**config.mk**
```make
export PLATFORM = sky130hd
export DESIGN_NAME = dhfk_ctrl
export DESIGN_NICKNAME = d
export VERILOG_FILES = /design/src/rtl/dhfk_pkg.sv /design/src/rtl/dhfk_ctrl.sv
export SDC_FILE = /design/constraint.sdc
export NUM_CORES = 1
export LEC_CHECK = 0
export ABC_AREA = 1
export BUFFER_PORTS_ARGS = -buffer_cell sky130_fd_sc_hd__buf_2
export CORE_ASPECT_RATIO = 0.7
export CORE_MARGIN = 8
export CORE_UTILIZATION = 35
export DETAILED_ROUTE_END_ITERATION = 8
export PLACE_DENSITY = 0.63
export SLEW_MARGIN = 5
export SYNTH_ARGS = -nofsm -noshare
export SYNTH_HDL_FRONTEND = slang
export SYNTH_SLANG_ARGS = --single-unit
```
**constraint.sdc**
```tcl
create_clock -name clk -period 12.6 [get_ports clk]
set_input_delay 3.15 -clock clk [delete_from_list [all_inputs] [get_ports clk]]
set_output_delay 3.15 -clock clk [all_outputs]
set_load 0.01 [all_outputs]
```
**src/rtl/dhfk_pkg.sv**
```systemverilog
// Shared types, constants and microcode for the DH forward kinematics chain.
// Used by dhfk_ctrl, dhfk_dpath and dh_forward_kinematics_chain.
`timescale 1ns / 1ps
package dhfk_pkg;

  typedef enum logic [1:0] {ST_IDLE, ST_RUN, ST_DRAIN, ST_EMIT} ctrl_state_t;

  typedef enum logic [3:0] {
    OP_NOP, OP_X, OP_X2, OP_D42, OP_D20, OP_D6, OP_D56, OP_D30, OP_D12,
    OP_V, OP_SN, OP_CS, OP_FIX, OP_TM, OP_MAC, OP_COPY
  } dp_op_t;

  typedef struct packed {
    dp_op_t     op;
    logic       ang;
    logic [3:0] idx;
    logic [1:0] k;
    logic       dep;
  } ucode_t;

  typedef struct packed {
    dp_op_t     op;
    logic       ang;
    logic [3:0] idx;
    logic [1:0] k;
    logic       load;
    logic       emit;
  } dp_cmd_t;

  typedef struct packed {
    logic last;
  } dp_stat_t;

  localparam int NumElem = 12;
  localparam logic [6:0] PcLast = 7'd76;
  localparam logic [3:0] ElemLast = 4'd11;

  localparam logic [30:0] Q30One = 31'h4000_0000;
  localparam logic signed [34:0] Q16One = 35'sd65536;
  localparam logic [33:0] PiQ32 = 34'd13493037705;

  // reciprocals: ceil(2^(31+l)/D), l = ceil(log2 D)
  localparam logic [63:0] M42 = ((64'd1 << 37) + 64'd41) / 64'd42;
  localparam logic [63:0] M20 = ((64'd1 << 36) + 64'd19) / 64'd20;
  localparam logic [63:0] M6  = ((64'd1 << 34) + 64'd5) / 64'd6;
  localparam logic [63:0] M56 = ((64'd1 << 37) + 64'd55) / 64'd56;
  localparam logic [63:0] M30 = ((64'd1 << 36) + 64'd29) / 64'd30;
  localparam logic [63:0] M12 = ((64'd1 << 35) + 64'd11) / 64'd12;

  function automatic logic signed [31:0] sat32(input logic signed [49:0] v);
    if (v > 50'sd2147483647) return 32'sh7fff_ffff;
    if (v < -50'sd2147483648) return 32'sh8000_0000;
    return v[31:0];
  endfunction

  function automatic logic signed [31:0] ident(input logic [3:0] i);
    return (i == 4'd0 || i == 4'd5 || i == 4'd10) ? 32'sd65536 : 32'sd0;
  endfunction

  // per item: two sin/cos, transform build, 3x4 product (k=3 adds pose column 3), copy
  function automatic ucode_t ucode(input logic [6:0] pc);
    ucode_t u;
    logic [6:0] s;
    logic [5:0] j;
    logic [5:0] w;
    logic [1:0] r;
    logic [1:0] c;
    u = '{op: OP_NOP, ang: 1'b0, idx: 4'd0, k: 2'd0, dep: 1'b0};
    s = 7'd0;
    j = 6'd0;
    w = 6'd0;
    r = 2'd0;
    c = 2'd0;
    if (pc < 7'd30) begin
      u.dep = 1'b1;
      u.ang = (pc >= 7'd15);
      s = (pc >= 7'd15) ? pc - 7'd15 : pc;
      unique case (s)
        7'd0:  u.op = OP_X;
        7'd1:  u.op = OP_X2;
        7'd2:  u.op = OP_D42;
        7'd3:  u.op = OP_V;
        7'd4:  u.op = OP_D20;
        7'd5:  u.op = OP_V;
        7'd6:  u.op = OP_D6;
        7'd7:  u.op = OP_SN;
        7'd8:  u.op = OP_D56;
        7'd9:  u.op = OP_V;
        7'd10: u.op = OP_D30;
        7'd11: u.op = OP_V;
        7'd12: u.op = OP_D12;
        7'd13: u.op = OP_V;
        default: u.op = OP_CS;
      endcase
    end else if (pc == 7'd30) begin
      u.op = OP_FIX;
    end else if (pc < 7'd37) begin
      u.op = OP_TM;
      unique case (pc)
        7'd31: u.idx = 4'd1;
        7'd32: u.idx = 4'd2;
        7'd33: u.idx = 4'd3;
        7'd34: u.idx = 4'd5;
        7'd35: u.idx = 4'd6;
        default: u.idx = 4'd7;
      endcase
    end else if (pc < PcLast) begin
      u.op = OP_MAC;
      j = 6'(pc - 7'd37);
      r = (j < 6'd13) ? 2'd0 : (j < 6'd26) ? 2'd1 : 2'd2;
      w = j - ((r == 2'd0) ? 6'd0 : (r == 2'd1) ? 6'd13 : 6'd26);
      c = (w < 6'd3) ? 2'd0 : (w < 6'd6) ? 2'd1 : (w < 6'd9) ? 2'd2 : 2'd3;
      u.k = 2'(w - 6'(3 * c));
      u.idx = {r, c};
    end else begin
      u.op = OP_COPY;
    end
    return u;
  endfunction

endpackage

```
**src/rtl/dhfk_ctrl.sv**
```systemverilog
// Sequencer for the DH chain: input handshake, microcode issue, pose readout.
// Depends on dhfk_pkg.
`timescale 1ns / 1ps
module dhfk_ctrl (
  input  logic              clk,
  input  logic              rst,
  input  logic              in_valid,
  output logic              in_ready,
  output logic              out_valid,
  input  logic              out_ready,
  input  dhfk_pkg::dp_stat_t stat,
  output dhfk_pkg::dp_cmd_t  cmd
);
  import dhfk_pkg::*;

  ctrl_state_t state, state_next;
  logic [6:0]  pc, pc_next;
  logic        bubble, bubble_next;
  logic [3:0]  ecnt, ecnt_next;
  logic        out_valid_next;
  ucode_t      u;

  always_ff @(posedge clk) begin
    if (rst) begin
      state     <= ST_IDLE;
      pc        <= 7'd0;
      bubble    <= 1'b0;
      ecnt      <= 4'd0;
      out_valid <= 1'b0;
    end else begin
      state     <= state_next;
      pc        <= pc_next;
      bubble    <= bubble_next;
      ecnt      <= ecnt_next;
      out_valid <= out_valid_next;
    end
  end

  always_comb begin
    state_next  = state;
    pc_next     = pc;
    bubble_next = bubble;
    ecnt_next   = ecnt;
    in_ready    = 1'b0;
    u           = ucode(pc);
    cmd         = '{op: OP_NOP, ang: 1'b0, idx: 4'd0, k: 2'd0, load: 1'b0, emit: 1'b0};
    unique case (state)
      ST_IDLE: begin
        in_ready = !rst;
        if (in_valid && !rst) begin
          cmd.load    = 1'b1;
          pc_next     = 7'd0;
          bubble_next = 1'b0;
          state_next  = ST_RUN;
        end
      end
      ST_RUN: begin
        if (bubble) begin
          bubble_next = 1'b0;
        end else begin
          cmd.op      = u.op;
          cmd.ang     = u.ang;
          cmd.idx     = u.idx;
          cmd.k       = u.k;
          bubble_next = u.dep;
          if (pc == PcLast) state_next = ST_DRAIN;
          else pc_next = pc + 7'd1;
        end
      end
      ST_DRAIN: begin
        ecnt_next  = 4'd0;
        state_next = stat.last ? ST_EMIT : ST_IDLE;
      end
      ST_EMIT: begin
        if (!out_valid || out_ready) begin
          cmd.emit  = 1'b1;
          cmd.idx   = ecnt;
          ecnt_next = ecnt + 4'd1;
          if (ecnt == ElemLast) state_next = ST_IDLE;
        end
      end
      default: state_next = ST_IDLE;
    endcase
    out_valid_next = cmd.emit ? 1'b1 : (out_ready ? 1'b0 : out_valid);
  end

endmodule

```
# Word-level counts from Yosys, hierarchy flattened
# Memory sizes are Yosys's and may differ from the RTL's.
# Index checks and enable logic that the tools add are counted.
# W data, S select, Z words.
# totals
n_memories,1
out_inout_bits,15
romBits,64
input_bits,5
word_cells,103
ff_bits,15
# op_classes
eq_ne,18
add_sub_neg,6
n_mux,49
magnitude_cmp,9
multipliers,1
reduce_logical,14
# mem_list
memory,words,word_bits,rd,rd_ports_with_merged_regs,write_ports,line_no,source
(no name shown),16,4,1,0,0,dhfk_pkg.sv:78,unique case (s)
# op_table
cell,n
$eq A7 B6 Y1 const B,4
$mux W4,7
$mux W7,4
$mux W2,12
$mux W6,3
$pmux W4 S2,2
$mux W5,3
$pmux W3 S5,1
$eq A7 B5 Y1 const B,2
$pmux W7 S2,1
$mux W1,13
$lt A6 B4 Y1 const B,2
$ne A2 B2 Y1 const B,6
$mux W11,1
$pmux W2 S4,1
$add A7 B1 Y7 const B,1
$eq A7 B7 Y1 const B,1
$ge A7 B4 Y1 const B,1
$lt A7 B5 Y1 const B,1
$lt A7 B6 Y1 const B,1
$lt A7 B7 Y1 const B,1
$sub A7 B4 Y7 const B,1
$lt A6 B2 Y1 const B,1
$lt A6 B3 Y1 const B,1
19 further kinds,26

# Depth between registers and ports, before layout
# Gate-level depths: netlist of run 1.
# depth
depth_word,20
mapped_depth,23
ltp_nobuf,23

# Worst setup path before layout of run 1
# Ideal clock, no wire load.
# synth_timing
path_kind,input-to-output
startpoint,input port out_ready
endpoint,output port cmd[6] (netlist bit)
arrival_ns,3.746
t_required_ns,9.450
path_buffers,0
slack_ns,5.704
path_stages,6
path_cell_list,inv_1 nand2_1 nand3_1 inv_1 nand2_1 nand3_1
# synth_rtl
element,line_no,source
start: declaration,dhfk_ctrl.sv:10,"input logic out_ready,"
end: declaration,dhfk_ctrl.sv:12,output dhfk_pkg::dp_cmd_t cmd

==> results of run 1 <==
[flip-flops by register name, indices dropped and copies added (netlist names)]
name and flops:
bubble 1, ecnt 4, out_valid 1, pc 7, state 2
[worst paths after layout]
kind,from,endpoint,slack (ps)
min reg2reg,ecnt[2]$_SDFFE_PP0P_,ecnt[2]$_SDFFE_PP0P_,500
max,pc[0]$_SDFFE_PP0P_,cmd[3],5160
max reg2reg,pc[0]$_SDFFE_PP0P_,pc[5]$_SDFFE_PP0P_,10800
min,ecnt[2]$_SDFFE_PP0P_,ecnt[2]$_SDFFE_PP0P_,500
[cells by family (layout without fill, tap and decap cells)]
logic type	Yosys count	count (layout)	share of synthesized area (%)
AO/OA/AOI/OAI	50	50	16.2
flip-flops	15	15	16.5
adder cells (fa/ha/maj)	17	17	12.1
XOR/XNOR	5	5	2.41
AND/OR/NAND/NOR	160	160	41.0
buffers and inverters	54	74	11.8
[area by class of cell]
type | instances | area [µm²]
multi-input combinational | 232 | 1310
sequential | 15 | 300
inverter | 51 | 191
tap | 72 | 90.1
clock buffer | 3 | 41.3
clock inverter | 1 | 5.00
fill | 574 | 3090
timing repair buffer | 19 | 95.1
[synthesized netlist by cell type (all sizes together) (3+ instances only)]
cell type,instances,area share (%)
nand3,28,8.2
a21oi,22,6.3
ha,16,11
nor3,7,2.2
nand4,5,1.7
nor2,38,9.1
inv,51,11
nand3b,3,1.2
nand2,75,17
dfxtp,15,16
xor2,5,2.4
a211oi,3,1.2
o21ai,15,4.5
[power groups by stage]
stage / Sequential (mW) / Combinational (mW) / Clock (mW)
global route: 0.0792 / 0.495 / 0.0442
finish: 0.0773 / 0.427 / 0.0409
CTS: 0.0769 / 0.425 / 0.0420
floorplan: 0.0713 / 0.342 / 0
global placement: 0.0781 / 0.417 / 0
detailed placement: 0.0780 / 0.422 / 0
[metrics by stage]
stage	util [%]	cell area [µm²]	setup slack, ps	power, mW
after floorplan	-	1820	5700	0.414
after global placement	38.7	1980	5470	0.495
after detailed placement	38.7	1980	5430	0.500
after CTS	39.6	2030	5180	0.544
after global routing	39.6	2030	4900	0.618
final	39.6	2030	5160	0.545
[metal layers]
metal | global-route usage (%) | part of all wire (%) | vias up
li1 | - | - | 1013
met1 | 17.4 | 51 | 874
met2 | 18.7 | 41 | 47
met3 | 3.19 | 6.4 | 6
met4 | 3.50 | 1.6 | 0
met5 | 0 | 0 | -
[worst max-delay path, cell delays in order (launching register included)]
cell and delay [ps]:
dfxtp_1 600, inv_1 230, ha_1 290, o21ai_2 150
xor2_1 300, o211ai_1 140, nand2_1 150, nor2_1 100
ha_1 240, fa_1 420, nand3b_1 210, nand3_1 100
nand2_1 50, inv_1 90, nand4_1 150, ha_1 220
xor2_1 150, inv_1 60, nand4_1 90, a21oi_1 140
buf_2 150
==> summary.txt, run 1 <==
Floorplanning
  – Die Height: 76.3 µm
  – Ports: 20
  – Cell row count: 22
  – Die area: 7800 µm²
  – DIE WIDTH: around 100 µm
  – Initial cell density of the core: 35.6%
  – Area of the core: roughly 5000 µm²

Power
  – Leakage power: 1.03 nW
  – Part of the power in combinational logic: between 70% and 80%
  – Internal power: 0.234 mW
  – Clk network pwr share: 7.5%
  – Pwr/cell area: 269 nW/µm²
  – Peak VDD IR: around 0.17 mV
  – Sw frac: between 50% and 60%
  – P_sw: 0.311 mW
  – Seq pwr share: between 10% and 20%

STA
  – Tcrit/Tclk final: 59.0%
  – Final Setup Violations: 0
  – Setup TNS: 0 ps
  – Final Skew: approximately 0.93 ps
  – Fin crit period: around 7400 ps
  – Final Hold Viols: 0
  – Fin Hold WS: around 500 ps
  – Final slew viol count: 0
  – Rel. slew slack: a little over two thirds
  – Worst-Margin Slew: 453 ps
  – Fmax: between 0.1 and 0.15 GHz
  – RSZ-0062 raised after global routing: no

Global route
  – First-pass GRT wire length: ~8300 µm
  – Gr usage total: about an eighth
  – Vias in the first global route: 1,825
  – Initial antenna violation count: 0
  – Largest net degree at the start of global routing: 16
  – Total grt overflow: 0

Finish
  – Layout cells sized above 1: between 15 and 20%
  – Area delta synth->final: 11.5%
  – Layout Nets: about 340
  – Diodes inserted: 0
  – Final Non-Filler Cells: 393
  – Most frequent cells in the layout: 65 x nand2_1, 48 x inv_1, 33 x nor2_1
  – Most common cell after layout, fill and taps aside: nand2_1

Place
  – Port bufs: 19
  – DP Wirelength: ~3800 µm
  – Placed insts: 389
  – GPL Wtd Cong: 0.960

Flow run
  – Max-Cap Viols: 0

Synth
  – Post-synthesis async set-or-reset flop share: 0%
  – Syn Area/Cell: about 6.0 µm²
  – Number of flops mapped to enable cells by yosys: 0
  – Sequential element share of the synthesized area: around 16%
  – Main synth FF type: dfxtp_1
  – Unique masters post-synth: 39
  – Syn Nets: ~320
  – Synth Instances: roughly 300
  – Cell area after synthesis: between 1500 and 2000 µm²
  – Number of synthesized register bits: 15
  – Synth warnings: 0

Routing
  – Routed WL per cell: between 10 and 15 µm
  – DR vias/cell: 4.94
  – Vias: 1,940
  – Remaining antenna violation count: 0
  – Total Wirelength: ~4700 µm
  – Number of remaining DRC errors: 0
  – Initial DRC count: between 100 and 150
  – DR pass1 iterations: 4

Clock network
  – Worst-path clk slew: about 70 ps
  – CTS root buffer: clkbuf_8
  – Post-CTS Setup Inserts: 0
  – Clock tree buffer depth: 2
  – CTS resizes: 0
  – CTS tree: yes
  – Sink Count: 15
  – H-tree levels: 1
  – Cts bufs inserted: 3
  – # hold bufs at CTS: 0
  – Later-pin clock latency in the skew report: around 250 ps

Critical path
  – Crit path launch type: register
  – Critical Path Sink Type: output port
  – Critical Path AT: ~4300 ps
  – CP Max Fanout: 11
  – CP Class: register to output port
  – FF-to-FF path depth: 9
  – WP data required: around 9500 ps

Worst hold path
  – Min-delay worst type: register to register
  – Hold-critical path depth: 1

Outcome
  – Outcome: finished, final reports clean
Note: power is estimated with default switching activity, not from simulation.
==> run 2, diff against run 1 <==
==> constraint.sdc (replaced) <==
create_clock -name clk -period 7.1 [get_ports clk]
set_input_delay 1.775 -clock clk [delete_from_list [all_inputs] [get_ports clk]]
set_output_delay 1.775 -clock clk [all_outputs]
set_load 0.01 [all_outputs]
==> summary.txt, run 2 (same netlist as run 1, synthesis figures left out) <==
STA
  – Worst-Margin Slew: between 300 and 400 ps
  – RSZ-0062 raised after global routing: no
  – Rel. slew slack: 74.9%
  – Setup TNS: 0 ps
  – Final Skew: ~1.2 ps
  – Fin crit period: ~5800 ps
  – Final slew viol count: 0
  – Tcrit/Tclk final: between 80% and 90%
  – Fmax: between 0.15 and 0.2 GHz
  – Final Setup Violations: 0
  – Final Hold Viols: 0

Clock network
  – Post-CTS Setup Inserts: 0
  – # hold bufs at CTS: 0
  – Sink Count: 15
  – Later-pin clock latency in the skew report: 260 ps
  – CTS resizes: 0
  – CTS tree: yes
  – CTS root buffer: clkbuf_8
  – Clock tree buffer depth: 2
  – Worst-path clk slew: 70 ps
  – H-tree levels: 1
  – Cts bufs inserted: 3

Routing
  – Remaining antenna violation count: 0
  – Routed WL per cell: between 10 and 15 µm
  – Initial DRC count: approximately 160
  – DR vias/cell: 4.91
  – Total Wirelength: around 4600 µm
  – DR pass1 iterations: 4
  – Vias: around 1,900
  – Number of remaining DRC errors: 0

Flow run
  – Max-Cap Viols: 0

Power
  – Leakage power: 1.03 nW
  – Part of the power in combinational logic: between 70% and 80%
  – Clk network pwr share: about 7.6%
  – P_sw: ~0.56 mW
  – Sw frac: approximately 57%
  – Internal power: 0.416 mW
  – Pwr/cell area: 481 nW/µm²
  – Seq pwr share: between 10 and 15%
  – Peak VDD IR: around 0.2 mV

Place
  – Placed Area: slightly below 2000 µm²
  – Port bufs: 19
  – GPL Wtd Cong: ~0.95
  – DP Wirelength: between 3000 and 4000 µm

Floorplanning
  – Ports: 20
  – Die area: 7800 µm²
  – Area of the core: just over 5000 µm²
  – Initial cell density of the core: about 36%
  – Cell row count: 22
  – DIE WIDTH: between 100 and 150 µm
  – Die Height: ~76 µm

Finish
  – Max reg flops: 7
  – Filler cells: ~570
  – Most common cell after layout, fill and taps aside: nand2_1
  – Biggest regs: pc x7, ecnt x4, state x2
  – Most frequent cells in the layout: 65 x nand2_1, 48 x inv_1, 33 x nor2_1
  – Area delta synth->final: 11.5%
  – Most flop-heavy register: pc
  – Diodes inserted: 0
  – Layout Nets: between 300 and 400
  – Layout cells sized above 1: between 10% and 20%
  – Design Area, Final: 2030 µm²

Critical path
  – RR Endpoint: pc[5]$_SDFFE_PP0P_
  – R2r startpoint: pc[2]$_SDFFE_PP0P_
  – Critical Path Sink Type: output port
  – Critical Path AT: around 4000 ps
  – CP startpoint: pc[0]$_SDFFE_PP0P_
  – Crit path launch type: register
  – FF-to-FF path depth: 8
  – CP Capture Point: cmd[3]
  – CP Class: register to output port
  – WP data required: between 5000 and 6000 ps
  – Reg2Reg Setup Slack: ~5400 ps
  – CP Max Fanout: 11

Global route
  – First-pass GRT wire length: between 7000 and 8000 µm
  – Initial antenna violation count: 0
  – Total grt overflow: 0
  – Largest net degree at the start of global routing: 16
  – Gr usage total: 12.2%
  – Vias in the first global route: between 1,500 and 2,000

Outcome
  – Outcome: finished, final reports clean

Worst hold path
  – Min-delay worst type: register to register
==> run 2: cell counts in the layout (fill, tap and decap cells not counted) <==
Identical to the previous run, type by type.
==> run 2: worst min path at each step <==
stage,endpoint,cells past startpoint,startpoint,slack (ps)
6_report,ecnt[2]$_SDFFE_PP0P_,1,ecnt[2]$_SDFFE_PP0P_,490
3_5_place_dp,ecnt[2]$_SDFFE_PP0P_,1,ecnt[2]$_SDFFE_PP0P_,470
4_1_cts,ecnt[2]$_SDFFE_PP0P_,1,ecnt[2]$_SDFFE_PP0P_,490
3_3_place_gp,ecnt[2]$_SDFFE_PP0P_,1,ecnt[2]$_SDFFE_PP0P_,460
2_1_floorplan,ecnt[2]$_SDFFE_PP0P_,1,ecnt[2]$_SDFFE_PP0P_,440
5_1_grt,ecnt[2]$_SDFFE_PP0P_,1,ecnt[2]$_SDFFE_PP0P_,510
==> run 2: area by class of cell <==
cell class | count | area [µm²] | share of cell area (%)
timing repair buffer | 19 | 95.1 | 4.69
clock buffer | 3 | 41.3 | 2.03
clock inverter | 1 | 5.00 | 0.247
sequential | 15 | 300 | 14.8
tap | 72 | 90.1 | 4.44
multi-input combinational | 232 | 1310 | 64.4
inverter | 51 | 191 | 9.43
==> run 2: worst max-delay path: stages, from the launching register on <==
cell,delay (ps)
dfxtp_1,550
inv_1,180
ha_1,410
inv_1,90
o211ai_1,170
nand2_1,130
nor2_1,210
inv_1,90
ha_1,350
nand2_1,80
nand2_1,60
nand2_1,60
nand2_1,50
nor2_1,190
nand3_1,100
nand2_1,120
nand4_1,110
ha_1,220
xor2_1,160
inv_1,70
nand4_1,90
a21oi_1,140
buf_2,140
==> run 2: per-layer routing <==
| metal | routed length, µm | global-route usage, % | share of wire, % | vias up |
|---|---|---|---|---|
| li1 | - | - | - | 1017 |
| met3 | 364 | 4.29 | 7.8 | 6 |
| met1 | 2300 | 15.7 | 49 | 860 |
| met5 | 0 | 0 | 0 | - |
| met4 | 55 | 3.21 | 1.2 | 0 |
| met2 | 1930 | 18.4 | 41 | 46 |
==> run 2: stage by stage <==
stage / util (%) / hold slack (ps) / power, mW / cells / setup WS [ps]
2_1_floorplan: - / 444 / 0.734 / 301 / 1960
3_3_place_gp: 38.7 / 464 / 0.878 / 389 / 1740
3_5_place_dp: 38.7 / 474 / 0.888 / 389 / 1620
4_1_cts: 39.6 / 489 / 0.967 / 393 / 1310
5_1_grt: 39.6 / 507 / 1.10 / 393 / 858
6_report: 39.6 / 487 / 0.977 / 393 / 1310
==> run 2: power by group through the flow <==
stage	logic, mW	clock network (mW)	registers (mW)
global placement	0.743	0	0.135
CTS	0.758	0.0752	0.134
finish	0.769	0.0738	0.134
detailed placement	0.753	0	0.135
global route	0.879	0.0791	0.138
floorplan	0.608	0	0.127
